<file path="src/rtl/pldc_pkg.sv">
// Shared types, constants and helpers for the power level duty cycler.
// No dependencies; imported by every other RTL file of the block.
`default_nettype none

package pldc_pkg;

  // Field widths
  localparam int unsigned OP_W     = 2;
  localparam int unsigned LEVEL_W  = 4;
  localparam int unsigned CYCLE_W  = 16;
  localparam int unsigned MODE_W   = 2;

  // Level range: MIN_LEVEL stays idle, MAX_LEVEL stays on, both untimed
  localparam int unsigned MAX_LEVEL = 10;
  localparam int unsigned MIN_LEVEL = 0;

  localparam logic [CYCLE_W-1:0] CYCLE_TICKS_RST = 16'd10000;

  // level * cycle / MAX_LEVEL as cycle * (level * RECIP) >> RECIP_SHIFT.
  // The product level * cycle stays below 2^20, so a 24-bit shift with the
  // rounded-up reciprocal gives the exact truncated quotient.
  localparam int unsigned RECIP_SHIFT = 24;
  localparam int unsigned RECIP       = ((2 ** RECIP_SHIFT) + MAX_LEVEL - 1) / MAX_LEVEL;
  localparam int unsigned SCALE_W     = RECIP_SHIFT + 1;
  localparam int unsigned LVL_STATES  = 2 ** LEVEL_W;

  // Operation codes
  localparam logic [OP_W-1:0] OP_TICK  = 2'd0;
  localparam logic [OP_W-1:0] OP_ON    = 2'd1;
  localparam logic [OP_W-1:0] OP_OFF   = 2'd2;
  localparam logic [OP_W-1:0] OP_PAUSE = 2'd3;

  typedef struct packed {
    logic [OP_W-1:0]    operation;
    logic [LEVEL_W-1:0] power_level;
  } pldc_in_t;

  typedef struct packed {
    logic               heater_on;
    logic               pattern_valid;
    logic [LEVEL_W-1:0] pattern_index;
    logic [MODE_W-1:0]  mode;
  } pldc_out_t;

  // Phase times for the level carried by the current item
  typedef struct packed {
    logic [LEVEL_W-1:0] level;
    logic               timed;
    logic [CYCLE_W-1:0] on_ticks;
    logic [CYCLE_W-1:0] off_ticks;
  } pldc_times_t;

  function automatic logic has_timer(input logic [LEVEL_W-1:0] lvl);
    has_timer = (lvl > LEVEL_W'(MIN_LEVEL)) && (lvl < LEVEL_W'(MAX_LEVEL));
  endfunction

endpackage

`default_nettype wire

</file>
<file path="src/rtl/pldc_times.sv">
// On/off phase time calculation: level saturation and one constant-reciprocal multiply.
// Depends on pldc_pkg.
`default_nettype none

module pldc_times (
  input  wire logic [pldc_pkg::LEVEL_W-1:0] req_level,
  input  wire logic [pldc_pkg::CYCLE_W-1:0] cycle_ticks,
  output pldc_pkg::pldc_times_t             times
);
  import pldc_pkg::*;

  localparam int unsigned PROD_W = CYCLE_W + SCALE_W;

  logic [LEVEL_W-1:0] lvl_sat;
  logic [SCALE_W-1:0] scale_tab [LVL_STATES];
  logic [PROD_W-1:0]  prod;
  logic [CYCLE_W-1:0] on_t;

  // level * RECIP, constant per level
  for (genvar g = 0; g < LVL_STATES; g++) begin : g_scale
    assign scale_tab[g] = SCALE_W'(g * RECIP);
  end

  assign lvl_sat = (req_level > LEVEL_W'(MAX_LEVEL)) ? LEVEL_W'(MAX_LEVEL) : req_level;
  assign prod    = PROD_W'(cycle_ticks) * PROD_W'(scale_tab[lvl_sat]);
  assign on_t    = prod[RECIP_SHIFT +: CYCLE_W];

  assign times.level     = lvl_sat;
  assign times.timed     = has_timer(lvl_sat);
  assign times.on_ticks  = on_t;
  assign times.off_ticks = cycle_ticks - on_t;

endmodule

`default_nettype wire

</file>
<file path="src/rtl/pldc_fsm.sv">
// Phase state machine: mode, remembered phase, level, phase times and tick counter.
// Depends on pldc_pkg; phase times come from pldc_times.
`default_nettype none

module pldc_fsm (
  input  wire logic                  clk,
  input  wire logic                  rst_n,
  input  wire logic                  item_fire,
  input  wire pldc_pkg::pldc_in_t    item,
  input  wire pldc_pkg::pldc_times_t times,
  output pldc_pkg::pldc_out_t        result
);
  import pldc_pkg::*;

  typedef enum logic [MODE_W-1:0] {
    ST_OFF   = 2'd0,
    ST_RUN   = 2'd1,
    ST_IDLE  = 2'd2,
    ST_PAUSE = 2'd3
  } state_t;

  state_t             state_r, state_nxt;
  logic               resume_r, resume_nxt;
  logic               armed_r, armed_nxt;
  logic [LEVEL_W-1:0] level_r, level_nxt;
  logic [CYCLE_W-1:0] on_r, on_nxt;
  logic [CYCLE_W-1:0] off_r, off_nxt;
  logic [CYCLE_W-1:0] count_r, count_nxt;
  logic               pvalid;
  logic [LEVEL_W-1:0] pidx;
  logic               active;

  assign active = (state_r == ST_RUN) || (state_r == ST_IDLE);

  always_comb begin
    state_nxt  = state_r;
    resume_nxt = resume_r;
    armed_nxt  = armed_r;
    level_nxt  = level_r;
    on_nxt     = on_r;
    off_nxt    = off_r;
    count_nxt  = count_r;
    pvalid     = 1'b0;
    pidx       = '0;
    unique case (item.operation)
      OP_TICK: begin
        if (active && armed_r) begin
          count_nxt = count_r - CYCLE_W'(1);
          if (count_r <= CYCLE_W'(1)) begin
            if (state_r == ST_RUN) begin
              count_nxt  = off_r;
              state_nxt  = ST_IDLE;
              resume_nxt = 1'b0;
            end else begin
              count_nxt  = on_r;
              state_nxt  = ST_RUN;
              resume_nxt = 1'b1;
              pvalid     = 1'b1;
              pidx       = level_r - LEVEL_W'(1);
            end
          end
        end
      end
      OP_ON: begin
        if (state_r == ST_PAUSE) begin
          // resume remembered phase, own level ignored
          if (level_r > LEVEL_W'(MIN_LEVEL)) begin
            armed_nxt = has_timer(level_r);
            if (resume_r) begin
              pvalid = 1'b1;
              pidx   = level_r - LEVEL_W'(1);
            end
          end else begin
            armed_nxt = 1'b0;
          end
          state_nxt = resume_r ? ST_RUN : ST_IDLE;
        end else begin
          level_nxt = times.level;
          armed_nxt = 1'b0;
          if (times.level > LEVEL_W'(MIN_LEVEL)) begin
            if (times.timed) begin
              on_nxt    = times.on_ticks;
              off_nxt   = times.off_ticks;
              count_nxt = times.on_ticks;
              armed_nxt = 1'b1;
            end
            pvalid     = 1'b1;
            pidx       = times.level - LEVEL_W'(1);
            state_nxt  = ST_RUN;
            resume_nxt = 1'b1;
          end else begin
            state_nxt  = ST_IDLE;
            resume_nxt = 1'b0;
          end
        end
      end
      OP_OFF: begin
        armed_nxt = 1'b0;
        state_nxt = ST_OFF;
      end
      OP_PAUSE: begin
        if (active) begin
          armed_nxt = 1'b0;
          state_nxt = ST_PAUSE;
        end
      end
      default: ;
    endcase
  end

  assign result.heater_on     = (state_nxt == ST_RUN);
  assign result.pattern_valid = pvalid;
  assign result.pattern_index = pidx;
  assign result.mode          = state_nxt;

  always_ff @(posedge clk) begin
    if (!rst_n) begin
      state_r  <= ST_OFF;
      resume_r <= 1'b0;
      armed_r  <= 1'b0;
      level_r  <= '0;
      on_r     <= '0;
      off_r    <= '0;
      count_r  <= '0;
    end else if (item_fire) begin
      state_r  <= state_nxt;
      resume_r <= resume_nxt;
      armed_r  <= armed_nxt;
      level_r  <= level_nxt;
      on_r     <= on_nxt;
      off_r    <= off_nxt;
      count_r  <= count_nxt;
    end
  end

`ifndef SYNTHESIS
  a_armed_level: assert property (@(posedge clk) disable iff (!rst_n)
    armed_r |-> has_timer(level_r))
    else $error("timer armed for an untimed level");

  a_pause_disarmed: assert property (@(posedge clk) disable iff (!rst_n)
    (state_r == ST_PAUSE) |-> !armed_r)
    else $error("timer armed while paused");

  a_off_stops: assert property (@(posedge clk) disable iff (!rst_n)
    (item_fire && item.operation == OP_OFF) |=> (state_r == ST_OFF) && !armed_r)
    else $error("off request did not stop the block");

  a_pattern_running: assert property (@(posedge clk) disable iff (!rst_n)
    (item_fire && result.pattern_valid) |=> (state_r == ST_RUN) && resume_r)
    else $error("pattern issued without entering running phase");
`endif

endmodule

`default_nettype wire

</file>
<file path="src/rtl/power_level_duty_cycler_core.sv">
// Top level of the power level duty cycler: input register, phase logic, result register.
// Depends on pldc_pkg, pldc_times and pldc_fsm.
// Path: an accepted item waits in the input register, and its result moves into the result
// register once that register is empty or being emptied. Throughput: one item per cycle
// while out_ready is high; the phase logic is a single pass from input to result.
// Reset (rst_n low, synchronous): both item registers empty, mode off, timer disarmed,
// cycle_ticks back to 10000. No clearing pass; the block is ready the cycle after reset.
`default_nettype none

module power_level_duty_cycler_core (
  input  wire logic                         clk,
  input  wire logic                         rst_n,
  // input items
  input  wire logic                         in_valid,
  output      logic                         in_ready,
  input  wire pldc_pkg::pldc_in_t           in_data,
  // result items
  output      logic                         out_valid,
  input  wire logic                         out_ready,
  output      pldc_pkg::pldc_out_t          out_data,
  // cycle_ticks register write
  input  wire logic                         cfg_valid,
  output      logic                         cfg_ready,
  input  wire logic [pldc_pkg::CYCLE_W-1:0] cfg_data
);
  import pldc_pkg::*;

  logic               in_valid_r;
  pldc_in_t           in_data_r;
  logic               out_valid_r;
  pldc_out_t          out_data_r;
  logic [CYCLE_W-1:0] cycle_ticks_r;
  logic               advance;
  pldc_times_t        times;
  pldc_out_t          result;

  // An item moves on when the result register is empty or being emptied.
  // A waiting result holds the item in the input register; the input only
  // stalls once that register is full as well.
  assign advance   = in_valid_r && (!out_valid_r || out_ready);
  assign in_ready  = !in_valid_r || advance;
  assign cfg_ready = 1'b1;
  assign out_valid = out_valid_r;
  assign out_data  = out_data_r;

  // Phase times from the requested level and the current cycle length
  pldc_times u_times (
    .req_level   (in_data_r.power_level),
    .cycle_ticks (cycle_ticks_r),
    .times       (times)
  );

  // Mode, timer and pattern logic; state updates only as an item advances
  pldc_fsm u_fsm (
    .clk       (clk),
    .rst_n     (rst_n),
    .item_fire (advance),
    .item      (in_data_r),
    .times     (times),
    .result    (result)
  );

  always_ff @(posedge clk) begin
    if (!rst_n) begin
      in_valid_r    <= 1'b0;
      out_valid_r   <= 1'b0;
      cycle_ticks_r <= CYCLE_TICKS_RST;
    end else begin
      if (in_ready) begin
        in_valid_r <= in_valid;
      end
      if (advance) begin
        out_valid_r <= 1'b1;
      end else if (out_ready) begin
        out_valid_r <= 1'b0;
      end
      if (cfg_valid) begin
        cycle_ticks_r <= cfg_data;
      end
    end
  end

  // Payload registers, no reset
  always_ff @(posedge clk) begin
    if (in_ready) begin
      in_data_r <= in_data;
    end
    if (advance) begin
      out_data_r <= result;
    end
  end

endmodule

`default_nettype wire
</file>
<file path="config.mk">
export PLATFORM = sky130hd
export DESIGN_NAME = power_level_duty_cycler_core
export DESIGN_NICKNAME = d
export VERILOG_FILES = /design/src/rtl/pldc_pkg.sv /design/src/rtl/pldc_times.sv /design/src/rtl/pldc_fsm.sv /design/src/rtl/power_level_duty_cycler_core.sv
export SDC_FILE = /design/constraint.sdc
export NUM_CORES = 1
export LEC_CHECK = 0
export BUFFER_PORTS_ARGS = -buffer_cell sky130_fd_sc_hd__buf_2
export CAP_MARGIN = 20
export CORE_ASPECT_RATIO = 1.1
export CORE_MARGIN = 2
export CORE_UTILIZATION = 59
export CTS_BUF_LIST = sky130_fd_sc_hd__clkbuf_16
export DETAILED_ROUTE_END_ITERATION = 10
export MAX_ROUTING_LAYER = met4
export PLACE_DENSITY = 0.79
export SYNTH_ARGS = -nofsm -noshare
export SYNTH_HDL_FRONTEND = slang
export SYNTH_SLANG_ARGS = --single-unit
</file>
<file path="constraint.sdc">
create_clock -name clk -period 10.8 [get_ports clk]
set_clock_uncertainty 0.1 [all_clocks]
set_input_delay 0.54 -clock clk [delete_from_list [all_inputs] [get_ports clk]]
set_output_delay 0.54 -clock clk [all_outputs]
set_load 0.005 [all_outputs]
</file>
**Word-level counts from Yosys, hierarchy flattened**

Memory sizes are Yosys's and may differ from the RTL's.
Cells that the tools add are included.

- $add $sub $neg: 4
- Multipliers: 1
- Order comparisons: 7
- Equal/unequal tests: 13
- Mux-type cells: 46
- Bitwise logic cells: 2
- Reductions and logical operators: 18

Operator list:

| cell | count |
|---|---|
| 16-bit two-way mux | 6 |
| 25-bit two-way mux | 2 |
| 16-bit by 25-bit multiplier with 40-bit output | 1 |
| 4-bit two-way mux | 8 |
| 16-bit case mux with 2 select lines | 1 |
| 1-bit two-way mux | 17 |
| 16-bit by 1-bit <= comparator with 1-bit output (second input constant) | 1 |
| 16-bit by 1-bit subtractor with 16-bit output (second input constant) | 1 |
| 16-bit subtractor | 1 |
| 2-bit two-way mux | 7 |
| 5-bit AND reduction | 2 |
| 2-bit == test (second input constant) | 4 |
| 4-bit by 1-bit > comparator with 1-bit output (second input constant) | 2 |
| 4-bit less-than comparator (second input constant) | 2 |
| 2-bit by 1-bit inequality test with 1-bit output (second input constant) | 4 |
| 2-bit case mux with 4 select lines | 1 |
| 4-bit case mux with 2 select lines | 1 |
| 4-bit by 1-bit subtractor with 4-bit output (second input constant) | 2 |
| 2-bit by 1-bit == test with 1-bit output (second input constant) | 3 |
| 3-bit AND reduction | 2 |
| 6-bit AND reduction | 1 |
| 5-bit greater-or-equal comparator (second input constant) | 1 |
| 4-bit NOT with 5-bit output | 1 |
| 4-bit > comparator (second input constant) | 1 |
| 10 further kinds | 19 |

- Flip-flop bits (word level): 88
- Memory bits (read-only): 400
- Input port bits: 27
- Output and inout bits: 11
- Logic and storage cells: 108
- Memories: 1

Memories:

| memory | words | width | read ports | clocked after memory_dff | wr ports | line | text |
|---|---|---|---|---|---|---|---|
| (name not given) | 16 | 25 | 1 | 0 | 0 | pldc_times.sv:25 | `assign prod = PROD_W'(cycle_ticks) * PROD_W'(scale_tab[lvl_sat]);` |

**Longest topological paths before layout**

- Word-level depth: 11
- Gate-level depth with buffers: 43
- Gate-level depth less buffers: 40

**By module**

Synthesis repeated with hierarchy kept, for this count alone.

- Cell total of the unflattened synthesis: 1,590
- Area total of the unflattened synthesis: 13,920.9 sq um

Modules (own cells, without submodules):

| module | instances | cells each | area an instance (sq um) |
|---|---|---|---|
| pldc_times | 1 | 1,085 | 9,479.1 |
| pldc_fsm | 1 | 430 | 3,326.9 |
| power_level_duty_cycler_core | 1 | 75 | 1,114.8 |

**Worst setup path after synthesis**

No wires, ideal clock.

- Kind: reg2reg
- Start point: register in_data_r[2] (netlist bit)
- End point: register u_fsm.off_r[15]
- Arrival: 9,858 ps
- Data required time: 10,576 ps
- Path slack: 717 ps
- Cell stages (with the launch flop): 43
- Period minus slack after synthesis: 10,083 ps
- Path through: edfxtp_1 -> clkbuf_1 -> o21ai_0 -> and2_1 -> clkbuf_1 -> ha_1 -> inv_1 -> mux2i_1 -> o21ai_0 -> clkbuf_1 -> nand2_1 -> fa_1 -> inv_1 -> fa_1 -> inv_1 -> fa_1 -> inv_1 -> fa_1 -> [... 7 more ...] -> o21ai_0 -> nand3_1 -> a21oi_1 -> xnor2_1 -> inv_1 -> ha_1 -> nor2b_1 -> o21ai_0 -> nand2b_1 -> nand2_1 -> a21oi_1 -> o32a_1 -> and2_1 -> a2111oi_0 -> nor3_1 -> a2111oi_2 -> or4_1 -> nand3_1

RTL lines:

| item | line | text |
|---|---|---|
| start: declaration | power_level_duty_cycler_core.sv:29 | `pldc_in_t in_data_r;` |
| start signal: assignment | power_level_duty_cycler_core.sv:86 | `in_data_r <= in_data;` |
| end signal: assignment | pldc_fsm.sv:131 | `off_r <= off_nxt;` |
| end: declaration | pldc_fsm.sv:27 | `logic [CYCLE_W-1:0] off_r, off_nxt;` |

==> results by stage <==
Critical path:
- The number of cells on the worst reg-to-reg path is 42.
- The number of buffers and inverters on the critical path is 9.
- The setup path with the least slack is of type reg2reg.
- The top fanout value on the critical path is 16.
- The critical path startpoint category is a flop.
- The cell with the most instances on the worst path is sky130_fd_sc_hd__fa_1.
- The cell count along the critical path is between 40 and 50.
- The endpoint of the worst-slack reg-to-reg timing path is u_fsm.off_r[14].
- STA puts the critical path data arrival time at between 10 and 15 ns.
- The startpoint identified for the worst register-to-register timing path is in_data_r[3].
- The cell family contributing the most delay on the critical path is adder cells.
- The category of the worst setup path capture point is a flop.
- The minimum setup slack among reg-to-reg paths is 0.54 ns.
- The slowest stage cell on the critical path is sky130_fd_sc_hd__fa_1.
- STA puts the critical path data required time at 10.95 ns.
- The largest single stage delay on the critical path is around 0.6 ns.

Floorplan:
- The initialized floorplan defines 59 standard-cell rows.
- The overall die area is 0.0252 mm^2.
- The die is approximately 150 um wide.
- The top-level port count is 38.
- The floorplan step defined a core boundary enclosing 0.0235 mm^2.
- The die is ~170 um tall.
- Once the floorplan was initialized, standard cells occupied between 50% and 60% of the core.

Hold path:
- The path category of the worst min-delay check is in2reg.
- The worst hold path terminates at in_data_r[0].
- The worst min-delay path startpoint is in_data[0].
- Counting instances, the worst hold path has a depth of 1.

Global route:
- The global route total overflow is 0.
- The global-route wire length before repair is a little over 60000 um.
- Entering global routing, the biggest net connects 38 pins.
- The number of antenna violations at the first check in global routing is 0.
- The number of global-route vias before repair was ~12000.
- The total routing usage reported by global routing is 32.8%.

Placement:
- The number of buffer cells added on primary ports is 36.
- The detailed placement HPWL is 31600 um.
- The final estimated routing congestion in global placement is 1.03.
- The placed cell area is about 0.015 mm^2.

Layout:
- The net count of the finished layout is 2024.
- The share of layout cells above drive strength 1 is ~7.6%.
- Measured on the finished design, the core utilization comes to 63.7%.
- Relative to the synthesized area, the layout overhead comes to 6.38%.
- The total non-filler cell area in the finished layout is about 0.015 mm^2.
- The antenna diode instance count is 0.

CTS:
- The clock edge transition at the registers on the reported setup and hold paths is 0.07 ns.
- The number of hold-repair buffers added at the cts stage is 0.
- In this run the deepest clock path goes through 2 buffers.
- The tree built by TritonCTS fans out to 88 sinks.
- The number of buffers created by CTS is 9.
- TritonCTS built the clock tree.
- The clock tree root buffer cell is sky130_fd_sc_hd__clkbuf_16.
- The H-tree was split into 3 levels.
- For the worst-skew pair, the clock arrives at the later sink with an insertion delay of 0.35 ns.

Route:
- Wire segments on met3 add up to a little over 3000 um in the final route.
- The initial DRC count is roughly 830.
- The residual DRC count is 0.
- The highest signal layer in the routed design is met4.
- After detailed routing, the average wire length per cell comes to between 15 and 20 um.
- Dividing the detail-routed via count by the number of cells gives 5.83.
- In the final routing, the length of wire on met1 measures approximately 15000 um.
- The count of nets left with antenna violations once routing finished came out at 0.
- The total wire length is 38500 um.
- The first detailed-routing pass ran for 5 iterations.
- Summing over every cut layer, the via total after detailed routing is around 11000.
- The total length of routed met2 wires is 19100 um.

Timing:
- Setup repair after global routing left no endpoint under its margin.
- The number of pins with negative max-slew slack in the final report is 0.
- The headroom to the max-slew limit is approximately a third.
- For the finished layout, the period the worst path requires is between 10 and 15 ns.
- The highest clock frequency the design can meet is slightly below 100 MHz.
- The slew at the pin with the worst max-slew slack is between 0.9 and 1 ns.
- Dividing the final minimum period by the clock period gives between 90% and 100%.
- The setup total negative slack is 0 ns.
- The count of endpoints failing hold in the final timing report is 0.
- Setup violations remaining at the end of the flow were counted as 0.

Synth:
- Sequential cells were found to cover approximately 13% of the synthesized design area.
- The largest area contributor in the synthesized netlist is sky130_fd_sc_hd__fa_1.
- Among all flip-flop cells after synthesis, the most frequent one is sky130_fd_sc_hd__dfxtp_1.
- Summed over its instances, the top area cell type makes up around 31% of the synthesized netlist area.
- The most common cell in the synthesized netlist is sky130_fd_sc_hd__inv_1.
- The commonest cells after synthesis are sky130_fd_sc_hd__inv_1 (322), sky130_fd_sc_hd__fa_1 (216), sky130_fd_sc_hd__nand2_1 (174).
- After synthesis the netlist holds a flip-flop and latch count of 88.
- In the synthesized netlist, the number of instances is between 1500 and 2000.
- Yosys mapped a number of flops with a built-in enable equal to 14.
- The number of nets in the synthesized netlist is between 2000 and 2500.
- Ranked by total cell area, the synthesized netlist is headed by sky130_fd_sc_hd__fa_1 (31%), sky130_fd_sc_hd__ha_1 (11%), sky130_fd_sc_hd__dfxtp_1 (11%), sky130_fd_sc_hd__inv_1 (8.6%), sky130_fd_sc_hd__nand2_1 (4.6%).
- Synthesis instantiated a little over 80 different standard cells from the library.
- The fraction of registers with async set/reset is 0%.
- The post-synthesis cell area is 0.0141 mm^2.
- Yosys printed 0 warnings.
- The mean instance size in the synthesized netlist is roughly 8.6 um^2.

Run:
- The max capacitance violation total is 0.

Outcome:
- The run finished with clean final reports.
[sequential cells by signal, indices dropped and copies added, names as in the netlist]
signal and flops:
u_fsm.off_r 16, in_data_r 6, u_fsm.level_r 4, u_fsm.count_r 16, u_fsm.resume_r 1, u_fsm.on_r 16
out_data 8, in_valid_r 1, cycle_ticks_r 16, u_fsm.armed_r 1, out_valid 1, u_fsm.state_r 2
[worst reg2reg max path, delay by kind of cell (launching register included)]
family | cells | cell delay [ns]
buffers and inverters | 9 | 1.13
DFF | 1 | 0.48
xor gates and xnor gates | 1 | 0.14
AOI/OAI and AO/OA | 7 | 1.55
and+or+nand+nor | 14 | 2.13
adders and majority gates | 10 | 4.58
muxes | 1 | 0.06
[how the worst max path moves through the flow]
stage                      end         start
6_report       u_fsm.off_r[14]  in_data_r[3]
3_3_place_gp   u_fsm.off_r[15]  in_data_r[1]
3_5_place_dp   u_fsm.off_r[15]  in_data_r[1]
5_1_grt        u_fsm.off_r[14]  in_data_r[3]
4_1_cts        u_fsm.off_r[15]  in_data_r[1]
2_1_floorplan  u_fsm.off_r[15]  in_data_r[2]
[what timing repair did]
action                     in CTS  in global routing
setup endpoints to repair       0                  6
gates resized for setup         0                 12
setup buffers                   0                  1
[layer usage]
layer | track usage (%) | vias up
li1 | - | 5307
met1 | 40.9 | 5604
met2 | 53.6 | 470
met3 | 6.29 | 99
met4 | 10.7 | 0
met5 | - | -
[cell type report]
type	count	area, um^2
Clock buffer	9	225
Clock inverter	7	72.6
Fill cell	1986	8540
Inverter	324	1220
Multi-Input combinational cell	1165	10800
Sequential cell	88	1900
Tap cell	305	382
Timing Repair Buffer	70	448
[cells by family after synthesis]
| logic type | Yosys count | share of synthesized area, % |
|---|---|---|
| xor gates and xnor gates | 51 | 3.27 |
| buffers and inverters | 396 | 10.6 |
| adders and majority gates | 342 | 41.8 |
| DFF | 88 | 13.5 |
| other | 1 | 0.0266 |
| muxes | 27 | 1.95 |
| and+or+nand+nor | 498 | 16.9 |
| AOI/OAI and AO/OA | 246 | 12.0 |
[cell usage in the layout, fill, tap and decap left out, drive strengths merged, types with 6 or more instances in the layout]
master and count:
nand2 174, mux2i 23, nand2b 9, o211ai 11, nand4 7, ha 123
inv 326, nor2 124, xor2 11, nor4 10, a21oi 80, fa 216
dfxtp 74, nor3 29, or2 7, o22ai 6, edfxtp 14, buf 70
a2111oi 6, xnor2 39, a211oi 57, and3 15, o21ai 27, clkbuf 9
and2 42, nand3 30, a21o 13, nor2b 33, o21bai 6
[stage by stage]
step	hold WS, ns	worst slack, ns	instances
after global placement	0.337	0.488	1950
after floorplan	0.328	0.717	1649
final	0.266	0.535	1968
after CTS	0.262	0.169	1967
after detailed placement	0.342	0.254	1951
after global routing	0.259	0.00562	1968
Power is not shown: default switching activity piles up to over one toggle a cycle in this logic, so the estimate is an artifact.
